===== src/rtl/spiq_pkg.sv =====
// Shared types and codes for the stable priority insert queue.
package spiq_pkg;

  localparam int unsigned PRIO_WIDTH   = 3;
  localparam int unsigned STATUS_WIDTH = 2;

  localparam logic OP_INSERT = 1'b0;
  localparam logic OP_LIST   = 1'b1;

  localparam logic [STATUS_WIDTH-1:0] STATUS_INSERTED = 2'd0;
  localparam logic [STATUS_WIDTH-1:0] STATUS_LISTED   = 2'd1;
  localparam logic [STATUS_WIDTH-1:0] STATUS_EMPTY    = 2'd2;
  localparam logic [STATUS_WIDTH-1:0] STATUS_FULL     = 2'd3;

  typedef enum logic [4:0] {
    ST_IDLE  = 5'b00001,
    ST_SCAN  = 5'b00010,
    ST_PLACE = 5'b00100,
    ST_RESP  = 5'b01000,
    ST_LIST  = 5'b10000
  } spiq_state_e;

endpackage


===== src/rtl/spiq_mem.sv =====
// Entry store: one write port and one read port with registered read data.
module spiq_mem #(
  parameter int unsigned DEPTH = 64,
  parameter int unsigned WIDTH = 19
) (
  input  logic                     clk_i,
  input  logic                     we_i,
  input  logic [$clog2(DEPTH)-1:0] waddr_i,
  input  logic [WIDTH-1:0]         wdata_i,
  input  logic                     re_i,
  input  logic [$clog2(DEPTH)-1:0] raddr_i,
  output logic [WIDTH-1:0]         rdata_o
);

  logic [WIDTH-1:0] mem_q [DEPTH];
  logic [WIDTH-1:0] rdata_q;

  always_ff @(posedge clk_i) begin
    if (we_i) begin
      mem_q[waddr_i] <= wdata_i;
    end
  end

  // Read data holds until the next read.
  always_ff @(posedge clk_i) begin
    if (re_i) begin
      rdata_q <= mem_q[raddr_i];
    end
  end

  assign rdata_o = rdata_q;

endmodule


===== src/rtl/stable_priority_insert_queue.sv =====
// Top level of the stable priority insert queue: control sequencer and result register.
//
// The queue keeps up to DEPTH entries (tag and 3-bit priority) in one
// synchronous RAM, ordered by descending priority with equal priorities in
// arrival order. A request is taken only while the sequencer is idle; the
// result register in front of the output lets a new request be taken while
// the previous result still waits. An insert into a queue holding n entries
// walks the store from the tail, one entry per cycle through the single read
// port, moving each lower-priority entry up by one and writing the new entry
// behind the first entry of greater or equal priority, then hands over its
// result. An insert into a full queue is dropped with a full status. A list
// streams the n entries from the registered read port at one per cycle while
// the output does not stall, and answers an empty queue with a single empty
// status. Output stalls hold back the list stream and the hand-over of each
// result, but not the insert walk. The store is not cleared after reset; only
// the entry count is.
module stable_priority_insert_queue
#(
  parameter int unsigned DEPTH     = 64,
  parameter int unsigned TAG_WIDTH = 16
) (
  input  logic                               clk_i,
  input  logic                               rst_ni,
  // request channel
  input  logic                               in_valid_i,
  output logic                               in_stall_o,
  input  logic                               operation_i,
  input  logic [TAG_WIDTH-1:0]               entry_tag_i,
  input  logic [spiq_pkg::PRIO_WIDTH-1:0]    entry_priority_i,
  // result channel
  output logic                               out_valid_o,
  input  logic                               out_stall_i,
  output logic [spiq_pkg::STATUS_WIDTH-1:0]  status_o,
  output logic [TAG_WIDTH-1:0]               out_tag_o,
  output logic [spiq_pkg::PRIO_WIDTH-1:0]    out_priority_o,
  output logic                               last_o
);

  import spiq_pkg::*;

  localparam int unsigned AW = $clog2(DEPTH);
  localparam int unsigned CW = $clog2(DEPTH + 1);
  localparam int unsigned EW = TAG_WIDTH + PRIO_WIDTH;

  spiq_state_e state_q, state_d;
  logic [AW-1:0] idx_q, idx_d;
  logic [CW-1:0] count_q, count_d;
  logic [TAG_WIDTH-1:0] new_tag_q;
  logic [PRIO_WIDTH-1:0] new_pri_q;
  logic [STATUS_WIDTH-1:0] resp_q, resp_d;

  logic out_valid_q, out_valid_d;
  logic [STATUS_WIDTH-1:0] status_q;
  logic [TAG_WIDTH-1:0] tag_q;
  logic [PRIO_WIDTH-1:0] pri_q;
  logic last_q;

  // store port signals
  logic re, we;
  logic [AW-1:0] raddr, waddr;
  logic [EW-1:0] wdata, rdata;
  logic [TAG_WIDTH-1:0] rd_tag;
  logic [PRIO_WIDTH-1:0] rd_pri;

  // result register load
  logic load;
  logic [STATUS_WIDTH-1:0] ld_status;
  logic [TAG_WIDTH-1:0] ld_tag;
  logic [PRIO_WIDTH-1:0] ld_pri;
  logic ld_last;

  logic accept, out_free, list_last;

  spiq_mem #(
    .DEPTH(DEPTH),
    .WIDTH(EW)
  ) u_mem (
    .clk_i  (clk_i),
    .we_i   (we),
    .waddr_i(waddr),
    .wdata_i(wdata),
    .re_i   (re),
    .raddr_i(raddr),
    .rdata_o(rdata)
  );

  assign rd_tag = rdata[TAG_WIDTH-1:0];
  assign rd_pri = rdata[EW-1:TAG_WIDTH];

  assign in_stall_o = (state_q != ST_IDLE);
  assign accept     = in_valid_i && (state_q == ST_IDLE);
  assign out_free   = !out_valid_q || !out_stall_i;
  assign list_last  = ((CW'(idx_q) + CW'(1)) == count_q);

  always_comb begin
    state_d   = state_q;
    idx_d     = idx_q;
    count_d   = count_q;
    resp_d    = resp_q;
    re        = 1'b0;
    raddr     = idx_q;
    we        = 1'b0;
    waddr     = '0;
    wdata     = {new_pri_q, new_tag_q};
    load      = 1'b0;
    ld_status = resp_q;
    ld_tag    = '0;
    ld_pri    = '0;
    ld_last   = 1'b1;

    unique case (state_q)
      ST_IDLE: begin
        if (accept) begin
          if (operation_i == OP_INSERT) begin
            resp_d = STATUS_INSERTED;
            if (count_q == CW'(DEPTH)) begin
              // drop the entry, store untouched
              resp_d  = STATUS_FULL;
              state_d = ST_RESP;
            end else if (count_q == '0) begin
              state_d = ST_PLACE;
            end else begin
              // start the tail walk at the last stored entry
              re      = 1'b1;
              raddr   = AW'(count_q - CW'(1));
              idx_d   = AW'(count_q - CW'(1));
              state_d = ST_SCAN;
            end
          end else begin
            if (count_q == '0) begin
              resp_d  = STATUS_EMPTY;
              state_d = ST_RESP;
            end else begin
              re      = 1'b1;
              raddr   = '0;
              idx_d   = '0;
              state_d = ST_LIST;
            end
          end
        end
      end

      ST_SCAN: begin
        // entry idx_q is on the read port; fetch the one below it ahead of time
        if (idx_q != '0) begin
          re    = 1'b1;
          raddr = idx_q - AW'(1);
        end
        we    = 1'b1;
        waddr = idx_q + AW'(1);
        if (rd_pri < new_pri_q) begin
          // shift the lower-priority entry up one place
          wdata = rdata;
          if (idx_q == '0) begin
            state_d = ST_PLACE;
          end else begin
            idx_d = idx_q - AW'(1);
          end
        end else begin
          // land behind the first entry of greater or equal priority
          count_d = count_q + CW'(1);
          state_d = ST_RESP;
        end
      end

      ST_PLACE: begin
        we      = 1'b1;
        waddr   = '0;
        count_d = count_q + CW'(1);
        state_d = ST_RESP;
      end

      ST_RESP: begin
        if (out_free) begin
          load    = 1'b1;
          state_d = ST_IDLE;
        end
      end

      ST_LIST: begin
        // read data holds while the output stalls
        if (out_free) begin
          load      = 1'b1;
          ld_status = STATUS_LISTED;
          ld_tag    = rd_tag;
          ld_pri    = rd_pri;
          ld_last   = list_last;
          if (list_last) begin
            state_d = ST_IDLE;
          end else begin
            re    = 1'b1;
            raddr = idx_q + AW'(1);
            idx_d = idx_q + AW'(1);
          end
        end
      end

      default: begin
        state_d = ST_IDLE;
      end
    endcase
  end

  always_comb begin
    out_valid_d = out_valid_q;
    if (load) begin
      out_valid_d = 1'b1;
    end else if (!out_stall_i) begin
      out_valid_d = 1'b0;
    end
  end

  always_ff @(posedge clk_i or negedge rst_ni) begin
    if (!rst_ni) begin
      state_q     <= ST_IDLE;
      idx_q       <= '0;
      count_q     <= '0;
      resp_q      <= STATUS_INSERTED;
      out_valid_q <= 1'b0;
    end else begin
      state_q     <= state_d;
      idx_q       <= idx_d;
      count_q     <= count_d;
      resp_q      <= resp_d;
      out_valid_q <= out_valid_d;
    end
  end

  // Capture the request payload and the result payload; no reset needed.
  always_ff @(posedge clk_i) begin
    if (accept) begin
      new_tag_q <= entry_tag_i;
      new_pri_q <= entry_priority_i;
    end
    if (load) begin
      status_q <= ld_status;
      tag_q    <= ld_tag;
      pri_q    <= ld_pri;
      last_q   <= ld_last;
    end
  end

  assign out_valid_o    = out_valid_q;
  assign status_o       = status_q;
  assign out_tag_o      = tag_q;
  assign out_priority_o = pri_q;
  assign last_o         = last_q;

endmodule


===== config.mk =====
export PLATFORM = sky130hd
export DESIGN_NAME = stable_priority_insert_queue
export DESIGN_NICKNAME = d
export VERILOG_FILES = /design/src/rtl/spiq_pkg.sv /design/src/rtl/spiq_mem.sv /design/src/rtl/stable_priority_insert_queue.sv
export SDC_FILE = /design/constraint.sdc
export NUM_CORES = 1
export LEC_CHECK = 0
export BUFFER_PORTS_ARGS = -buffer_cell sky130_fd_sc_hd__buf_4
export CAP_MARGIN = 30
export CELL_PAD_IN_SITES_DETAIL_PLACEMENT = 1
export CELL_PAD_IN_SITES_GLOBAL_PLACEMENT = 2
export CORE_MARGIN = 4
export CORE_UTILIZATION = 35
export DETAILED_ROUTE_END_ITERATION = 10
export GPL_ROUTABILITY_DRIVEN = 0
export PLACE_DENSITY = 0.73
export SLEW_MARGIN = 30
export SYNTH_ARGS = -nofsm -noshare
export SYNTH_HDL_FRONTEND = slang
export SYNTH_SLANG_ARGS = --single-unit

===== constraint.sdc =====
create_clock -name clk_i -period 5.8 [get_ports clk_i]
set_input_delay 1.74 -clock clk_i [delete_from_list [all_inputs] [get_ports clk_i]]
set_output_delay 1.74 -clock clk_i [all_outputs]
set_load 0.1 [all_outputs]

== Yosys cells after proc, flatten, opt, wreduce, memory -nomap -nowiden ==
Memory sizes are Yosys's and may differ from the RTL's. A register that Yosys moved wholly into a read port is not among the register bits.
Cells that the tools add are included.

* Bits in registers: 62
* RAM bits: 1216
* Output and inout port bits: 24
* Memories: 1

* Add/subtract/negate cells: 5
* $lt $le $gt $ge: 1
* Equal/unequal tests: 18
* Muxes and demuxes: 48
* Reductions and logical operators: 16

{| class="wikitable"
|+ Memories
! memory !! words !! bits a word !! rd ports !! clocked after memory_dff !! wr ports !! RTL line !! RTL
|-
| u_mem.mem_q || 64 || 19 || 1 || 1 || 1 || spiq_mem.sv:15 || <nowiki>logic [WIDTH-1:0] mem_q [DEPTH];</nowiki>
|}

{| class="wikitable"
|+ Operator list
! operator !! count
|-
| two-way mux 6 bit || 11
|-
| two-way mux 5 bit || 8
|-
| two-way mux 19 bit || 2
|-
| case mux 6 bit (3 select lines) || 2
|-
| case mux 5 bit (5 select lines) || 1
|-
| two-way mux 1 bit || 14
|-
| != test 2 bit (second input constant) || 7
|-
| case mux 7 bit (2 select lines) || 1
|-
| subtractor 6 x 1 -> 6 bit (second input constant) || 2
|-
| two-way mux 2 bit || 5
|-
| adder 6 x 1 -> 7 bit (second input constant) || 1
|-
| adder 7 x 1 -> 7 bit (second input constant) || 1
|-
| equality test 7 bit || 1
|-
| equality test 7 bit (second input constant) || 1
|-
| zero test 7 bit || 1
|-
| two-way mux 7 bit || 1
|-
| adder 6 x 1 -> 6 bit (second input constant) || 1
|-
| zero test 6 bit || 1
|-
| AND reduction 3 bit || 2
|-
| nonzero test 6 bit || 1
|-
| equality test 5 x 1 -> 1 bit (second input constant) || 1
|-
| equality test 5 x 2 -> 1 bit (second input constant) || 1
|-
| equality test 5 x 3 -> 1 bit (second input constant) || 1
|-
| equality test 5 x 4 -> 1 bit (second input constant) || 1
|-
| 16 further kinds || 20
|}

== Depth between registers and ports, before layout ==
Gate-level depths: netlist (run 1).

* Depth after elaboration: 6
* Gate-level depth with buffers: 19
* Gate-level depth less buffers: 13

== Modules after synthesis ==
From an unflattened synthesis (run 1), not the netlist that was laid out.

* Cell total of the unflattened synthesis: 2490
* Area total of the unflattened synthesis: 51144.1 sq um

{| class="wikitable"
|+ Modules (own cells, without submodules)
! module !! instances !! cells an instance !! area each (sq um) !! sequential area each (sq um)
|-
| spiq_mem || 1 || 2113 || 47305.4 || 37085.6
|-
| stable_priority_insert_queue || 1 || 377 || 3838.7 || 1757.9
|}

== Worst setup path after synthesis (run 1) ==
No wires, ideal clock.

* Path kind: input -> register
* Start: in in_valid_i
* End: reg u_mem.rdata_q[10], in the netlist u_mem.rdata_o[10] (read register of u_mem.mem_q), data pin
* Setup time: 0.265 ns
* Data arrival time: 4.447 ns
* Required time: 5.535 ns
* Path slack: 1.087 ns
* Stages on the path: 11
* Path buffers: 1
* Cells stage by stage: nand4_1 > inv_1 > o2111ai_1 > nand4b_1 > a21oi_1 > a211oi_4 > nor4_4 > buf_6 > a22oi_1 > nand4_1 > or3_1

* Longest elaborated chain between the ends: 3
* Elaborated cells on any way between the ends: 5
* Those cells by class: mux: 4; reduce/logical: 1

{| class="wikitable"
|+ RTL lines
! item !! RTL line !! RTL
|-
| start: declaration || stable_priority_insert_queue.sv:25 || <nowiki>input logic in_valid_i,</nowiki>
|-
| logical AND 1 bit (*) || stable_priority_insert_queue.sv:91 || <nowiki>assign accept = in_valid_i && (state_q == ST_IDLE);</nowiki>
|-
| net accept || stable_priority_insert_queue.sv:72 || <nowiki>logic accept, out_free, list_last;</nowiki>
|-
| two-way mux 6 bit or two-way mux 1 bit (tied branches) || stable_priority_insert_queue.sv:113 || <nowiki>if (accept) begin</nowiki>
|-
| case mux 6 bit (3 select lines) or case mux 1 bit (3 select lines) (tied branches) || stable_priority_insert_queue.sv:111 || <nowiki>unique case (state_q)</nowiki>
|-
| end: declaration || spiq_mem.sv:16 || <nowiki>logic [WIDTH-1:0] rdata_q;</nowiki>
|}

Mark *: on every way through the listed nets, which the timed path passes. The rest lies on a longest branch.
A chain may end at the register's enable or synchronous reset.

== Worst setup path after layout (run 1) ==
* Start: reg idx_q[1]
* End: reg u_mem.rdata_q[10], in the netlist u_mem.rdata_o[10] (read register of u_mem.mem_q), data pin

* Longest elaborated chain between the ends: 5
* Elaborated cells on any way between the ends: 18
* Those cells by class: add/sub: 3; eq/ne: 1; mux: 13; reduce/logical: 1

{| class="wikitable"
|+ RTL lines
! item !! RTL line !! RTL
|-
| start: declaration || stable_priority_insert_queue.sv:46 || <nowiki>logic [AW-1:0] idx_q, idx_d;</nowiki>
|-
| start signal: assignment || stable_priority_insert_queue.sv:222 || <nowiki>idx_q <= idx_d;</nowiki>
|-
| adder 6 x 1 -> 7 bit or two-way mux 6 bit (tied branches) || stable_priority_insert_queue.sv:93, stable_priority_insert_queue.sv:120 ||
|-
| equality test 7 bit or two-way mux 6 bit (tied branches) || -- ||
|-
| two-way mux 6 bit (tied with other cells) (2 in series) || -- ||
|-
| case mux 6 bit (3 select lines) or case mux 1 bit (3 select lines) (tied branches) || stable_priority_insert_queue.sv:111 ||
|}

Several ways; a longest one is shown, not always the timed one.

==> flow_metrics.env, run 1 <==
export IMPL_status="finished, final reports clean"
export IMPL_syn2layout_area_growth_pct=16.43
export IMPL_synth_fp_nets=3605
export IMPL_regArea_sq_mm=0.03884
export IMPL_grt_max_degree=131
export IMPL_post_route_drc_count=0
export IMPL_numCtsBuffers=141
export IMPL_synth_top_area_share=0.7271
export IMPL_pwr_density_cell_mw_per_mm2=580.0
export IMPL_finalSetupTns_ns=0
export IMPL_critPathRequiredTime_ns=6.33
export IMPL_slowest_stage="or4_1"
export IMPL_r2r_end="u_mem.rdata_o[10]$_DFFE_PP_"
export IMPL_async_flop_share=0.01619
export IMPL_nFillCells=15090
export IMPL_initial_core_util=0.3518
export IMPL_whs_path_depth=1
export IMPL_finalWirelength_mm=155.8
export IMPL_grt_overflow_total=0
export IMPL_yosysMostFrequentCell="edfxtp_1"
export IMPL_track_usage=0.1960
export IMPL_postCtsSetupRepairBufs=0
export IMPL_period_minus_slack_ns=5.572
export IMPL_die_area_sq_mm=0.1568
export IMPL_grt_pass1_vias=32440
export IMPL_cp_top_family="simple AND/OR/NAND/NOR gates"
export IMPL_syn_area_per_cell_sq_um=14.75
export IMPL_drv_cap=0
export IMPL_worstHoldPathType="flop to flop"
export IMPL_num_vias=31730
export IMPL_drt_first_pass_iters=5
export IMPL_ctsResizeCount=0
export IMPL_core_region_area_sq_mm=0.1498
export IMPL_yosys_area_top_type="edfxtp_1"
export IMPL_startpoint_type="flop"
export IMPL_worstPathCellList="inv_1 -> ha_1 -> xnor2_1 -> o211ai_1 -> or4_4 -> or4_1 -> o2111ai_4 -> buf_12 -> buf_12 -> buf_4 -> mux2i_1 -> mux2i_1 -> a22oi_1 -> buf_4 -> nand4_1 -> or3_1"
export IMPL_grt_antenna_before_repair=6
export IMPL_synth_area_top_cells="edfxtp_1, mux2i_1, nand2_1"
export IMPL_cts_root_buf="clkbuf_16"
export IMPL_nets=3812
export IMPL_ir_worst_vdd_mv=0.6969
export IMPL_rr_worst_depth=16
export IMPL_worstMarginPinSlew_ns=0.9936
export IMPL_hold_viol_final=0
export IMPL_io_pins=48
export IMPL_synthTopCellsByCount="edfxtp_1, nand2_1, nand3_1"
export IMPL_drv_slew=0
export IMPL_finalCritPeriodShare=0.9607
export IMPL_relSlewSlack=0.3376
export IMPL_whs_ns=0.5469
export IMPL_clk_latency_ns=0.78
export IMPL_synthFlopType="edfxtp_1"
export IMPL_die_height_um=396.0
export IMPL_clock_skew_ns=0.03561
export IMPL_dp_hpwl_mm=96.73
export IMPL_port_buffers=47
export IMPL_reg2reg_slack_ns=0.23
export IMPL_max_freq_mhz=179.5
export IMPL_end_kind="flop"
export IMPL_r2r_start="idx_q[1]$_DFFE_PN0P_"
export IMPL_cts_sinks=1297
export IMPL_cts_tree="done"
export IMPL_leakagePower_nw=22.03
export IMPL_holdPathEnd="resp_q[0]$_DFFE_PN0P_"
export IMPL_path_clk_slew_ns=0.06
export IMPL_die_w_um=396.0
export IMPL_synth_distinct_cells=65
export IMPL_crit_arrival_ns=6.10
export IMPL_vias_per_cell=5.373
export IMPL_initialDrtViolationCount=3152
export IMPL_setup_viol=0
export IMPL_drive_gt1_frac=0.1480
export IMPL_path_class="flop to flop"
export IMPL_cp_max_fo=24
export IMPL_grt_pass1_wl_mm=227.1
export IMPL_wl_per_cell_um=26.39
export IMPL_p_total_mw=35.59
export IMPL_cp_buffers_inverters=5
export IMPL_synth_area_sq_mm=0.05270
export IMPL_synth_edf_count=1276
export IMPL_cts_hold_repair_buffers=0
export IMPL_rows=142
export IMPL_ant_nets=0
export IMPL_cts_buffer_depth=3
export IMPL_synth_seq_cells=1297
export IMPL_yosysWarningCount=0
export IMPL_yosysSeqAreaShare=0.7371
export IMPL_slowest_delay_ns=0.65
export IMPL_rsz0062_at_grt="no"
export IMPL_htreeDepth=4
export IMPL_min_from="resp_q[0]$_DFFE_PN0P_"
export IMPL_synthCells=3573
export IMPL_multi_input_area_sq_mm=0.01312
-- placed cells by master (no fill, tap or decap), types with 23 or more instances in the layout --
cell type / n
nand3_1: 475
nor2_1: 25
nand2_1: 644
clkbuf_16: 144
nand4_1: 62
nor2_2: 62
clkbuf_1: 32
a22oi_1: 77
clkinv_1: 32
buf_12: 26
mux2i_1: 452
or3_1: 23
and3_1: 24
buf_4: 242
edfxtp_1: 1276
-- metrics by stage --
stage	util	area, sq um	instances	worst slack, ns
finish	0.4096	61350	5905	0.2277
global route	0.4096	61350	5902	0.02670
CTS	0.4093	61300	5898	0.2824
detailed placement	0.3796	56860	5649	0.08492
global placement	0.3792	56790	5647	0.09871
floorplan	-	52700	3573	1.087
-- cells by family after synthesis --
logic type | count (synthesis) | share of synthesized area
AOI/OAI and AO/OA | 167 | 0.02372
xor gates and xnor gates | 27 | 0.005010
adders and majority gates | 8 | 0.001900
buffers and inverters | 221 | 0.01904
DFF | 1297 | 0.7371
muxes | 471 | 0.08992
and+or+nand+nor | 1382 | 0.1233
-- flip-flops by register name (all words and copies together), names as in the netlist, 3 cells and up --
signal,flops
state_q,5
new_tag_q,16
u_mem.rdata_o,19
u_mem.mem_q,1216
out_priority_o,3
out_tag_o,16
count_q,7
idx_q,6
new_pri_q,3
-- cell type report --
cell class | count | share of cell area
Antenna cell | 3 | 0.0001224
Clock buffer | 176 | 0.06069
Clock inverter | 73 | 0.01179
Inverter | 15 | 0.0009177
Multi-Input combinational cell | 2055 | 0.2138
Sequential cell | 1297 | 0.6331
Tap cell | 2016 | 0.04111
Timing Repair Buffer | 270 | 0.03846
-- worst reg2reg max path: cells and delay by family (launching register included) --
kind                     cells  cell delay, ns
multiplexers                 2            0.32
AND/OR/NAND/NOR              4            1.71
buffers and inverters        5            1.17
AO/OA/AOI/OAI                3            0.88
flip-flops                   1            0.55
XOR/XNOR                     1            0.16
adder cells (fa/ha/maj)      1            0.50
-- worst max-delay path by stage --
stage                               startpoint                           to  slack [ns]  cells after the start
after global placement             operation_i  u_mem.rdata_o[10]$_DFFE_PP_         0.1                     15
after CTS                 idx_q[1]$_DFFE_PN0P_  u_mem.rdata_o[10]$_DFFE_PP_        0.28                     16
after floorplan                     in_valid_i  u_mem.rdata_o[10]$_DFFE_PP_        1.09                     11
after global routing      idx_q[1]$_DFFE_PN0P_  u_mem.rdata_o[10]$_DFFE_PP_        0.03                     16
final                     idx_q[1]$_DFFE_PN0P_  u_mem.rdata_o[10]$_DFFE_PP_        0.23                     16
after detailed placement           operation_i  u_mem.rdata_o[10]$_DFFE_PP_        0.08                     15
-- power breakdown --
part	internal [mW]	leakage (nW)	switching [mW]
combinational	5.16	8.11	10.1
clock	5.05	2.17	3.70
sequential	11.3	11.7	0.294
total	21.5	22.0	14.1
-- routing by layer --
layer,GRT usage,up-vias,wire length (um)
met2,0.3150,937,73260
met5,0,-,32
met1,0.2763,16670,68900
li1,-,13920,-
met4,0.05284,4,3794
met3,0.03319,198,9852
Power figures use the tool's default switching activity.
==> inputs of run 2 (changes only) <==
Settings changed: CORE_UTILIZATION 35 to 30, PLACE_DENSITY 0.73 to 0.66.
==> run 2 against run 1 <==
Against the previous run: via count fell by 1.0%; worst setup slack improved by 0.088 ns; global-route usage shrank 2.0 points; critical path type unchanged; largest cell class unchanged; largest power group unchanged.
==> flow_metrics.env, run 2 (same netlist as run 1, synthesis figures left out) <==
export IMPL_cts_root_buf="clkbuf_16"
export IMPL_regMostFlops="u_mem.mem_q"
export IMPL_crit_start="idx_q[1]$_DFFE_PN0P_"
export IMPL_htreeDepth=4
export IMPL_crit_arrival_ns=6.00
export IMPL_largest_register_ff_count=1216
export IMPL_vias_per_cell=5.076
export IMPL_ir_worst_vdd_mv=0.3812
export IMPL_pwr_density_cell_mw_per_mm2=582.0
export IMPL_end_kind="flop"
export IMPL_finalWirelength_mm=161.8
export IMPL_rsz0062_at_grt="no"
export IMPL_mostFrequentLayoutCell="edfxtp_1"
export IMPL_die_w_um=427.1
export IMPL_max_freq_mhz=182.3
export IMPL_post_route_drc_count=0
export IMPL_fin_ws_ns=0.3159
export IMPL_nets=3790
export IMPL_syn2layout_area_growth_pct=16.73
export IMPL_path_clk_slew_ns=0.07
export IMPL_rows=153
export IMPL_fin_area_sq_mm=0.06151
export IMPL_leakagePower_nw=21.81
export IMPL_cts_tree="done"
export IMPL_whs_ns=0.5342
export IMPL_ant_nets=0
export IMPL_cts_buffer_depth=3
export IMPL_final_cell_mix="edfxtp_1, nand2_1, nand3_1"
export IMPL_r2r_start="idx_q[1]$_DFFE_PN0P_"
export IMPL_num_vias=31400
export IMPL_crit_path_end="u_mem.rdata_o[13]$_DFFE_PP_"
export IMPL_track_usage=0.1760
export IMPL_die_height_um=427.1
export IMPL_path_class="flop to flop"
export IMPL_grt_max_degree=79
export IMPL_placed_cell_area_sq_mm=0.05723
export IMPL_postCtsSetupRepairBufs=0
export IMPL_port_buffers=47
export IMPL_setup_viol=0
export IMPL_wl_per_cell_um=26.15
export IMPL_grt_antenna_before_repair=11
export IMPL_dp_hpwl_mm=99.70
export IMPL_period_minus_slack_ns=5.484
export IMPL_grt_pass1_vias=32230
export IMPL_clock_skew_ns=0.03420
export IMPL_nFillCells=18000
export IMPL_cts_sinks=1297
export IMPL_io_pins=48
export IMPL_cts_hold_repair_buffers=0
export IMPL_core_region_area_sq_mm=0.1742
export IMPL_rr_worst_depth=14
export IMPL_grt_overflow_total=0
export IMPL_drive_gt1_frac=0.1405
export IMPL_r2r_end="u_mem.rdata_o[13]$_DFFE_PP_"
export IMPL_ctsResizeCount=0
export IMPL_reg2reg_slack_ns=0.32
export IMPL_clk_latency_ns=0.77
export IMPL_numCtsBuffers=142
export IMPL_grt_pass1_wl_mm=234.5
export IMPL_critPathRequiredTime_ns=6.32
export IMPL_worstMarginPinSlew_ns=1.045
export IMPL_drv_cap=0
export IMPL_initialDrtViolationCount=2824
export IMPL_relSlewSlack=0.2967
export IMPL_initial_core_util=0.3025
export IMPL_drt_first_pass_iters=5
export IMPL_drv_slew=0
export IMPL_post_place_ws_ns=-0.01214
export IMPL_startpoint_type="flop"
export IMPL_cp_max_fo=20
export IMPL_finalCritPeriodShare=0.9455
export IMPL_status="finished, final reports clean"
export IMPL_hold_viol_final=0
export IMPL_worstHoldPathType="flop to flop"
export IMPL_p_total_mw=35.80
export IMPL_die_area_sq_mm=0.1824
-- run 2: how the worst min path moves through the flow --
stage | from | to | slack, ns | cells after the start
CTS | resp_q[0]$_DFFE_PN0P_ | resp_q[0]$_DFFE_PN0P_ | 0.53 | 1
global placement | resp_q[1]$_DFFE_PN0P_ | resp_q[1]$_DFFE_PN0P_ | 0.51 | 2
global route | resp_q[0]$_DFFE_PN0P_ | resp_q[0]$_DFFE_PN0P_ | 0.55 | 1
detailed placement | resp_q[1]$_DFFE_PN0P_ | resp_q[1]$_DFFE_PN0P_ | 0.52 | 2
finish | resp_q[1]$_DFFE_PN0P_ | resp_q[1]$_DFFE_PN0P_ | 0.53 | 2
floorplan | resp_q[1]$_DFFE_PN0P_ | resp_q[1]$_DFFE_PN0P_ | 0.47 | 2
-- run 2: stage by stage --
| step | utilization | setup TNS (ns) | std cells |
|---|---|---|---|
| floorplan | - | 0 | 3573 |
| global placement | 0.3284 | -0.01326 | 5937 |
| detailed placement | 0.3285 | -0.01214 | 5938 |
| CTS | 0.3529 | 0 | 6181 |
| global route | 0.3530 | 0 | 6182 |
| finish | 0.3531 | 0 | 6185 |
-- run 2: report_power, final --
group	total, mW	internal [mW]	switching, mW
Combinational	15.8	5.29	10.5
Clock	8.45	4.85	3.61
Sequential	11.6	11.3	0.282
Total	35.8	21.4	14.4
-- run 2: final cells by class --
type	instances	area, sq um	area share
clock buffers	180	3780	0.06145
well taps	2325	2909	0.04729
repair buffers	247	2233	0.03631
diodes	3	7.507	0.0001220
multi-input cells	2055	13210	0.2147
flip-flops and latches	1297	38840	0.6315
inverters	15	56.30	0.0009154
clock inverters	63	471.7	0.007669
-- run 2: critical path, stage by stage (launching register included) --
cell	delay, ns
dfrtp_1	0.55
ha_1	0.25
xor2_1	0.39
nor2_1	0.12
or4_4	0.60
or4_1	0.61
o2111ai_4	0.23
buf_12	0.27
buf_12	0.22
buf_4	0.23
mux2i_1	0.22
mux2i_1	0.11
a22oi_1	0.46
nand4_1	0.45
or3_1	0.45
-- run 2: layer usage --
metal	track usage	share of wire
met3	0.02536	0.045
met4	0.04526	0.023
met2	0.2818	0.47
met1	0.2515	0.47
met5	0	0
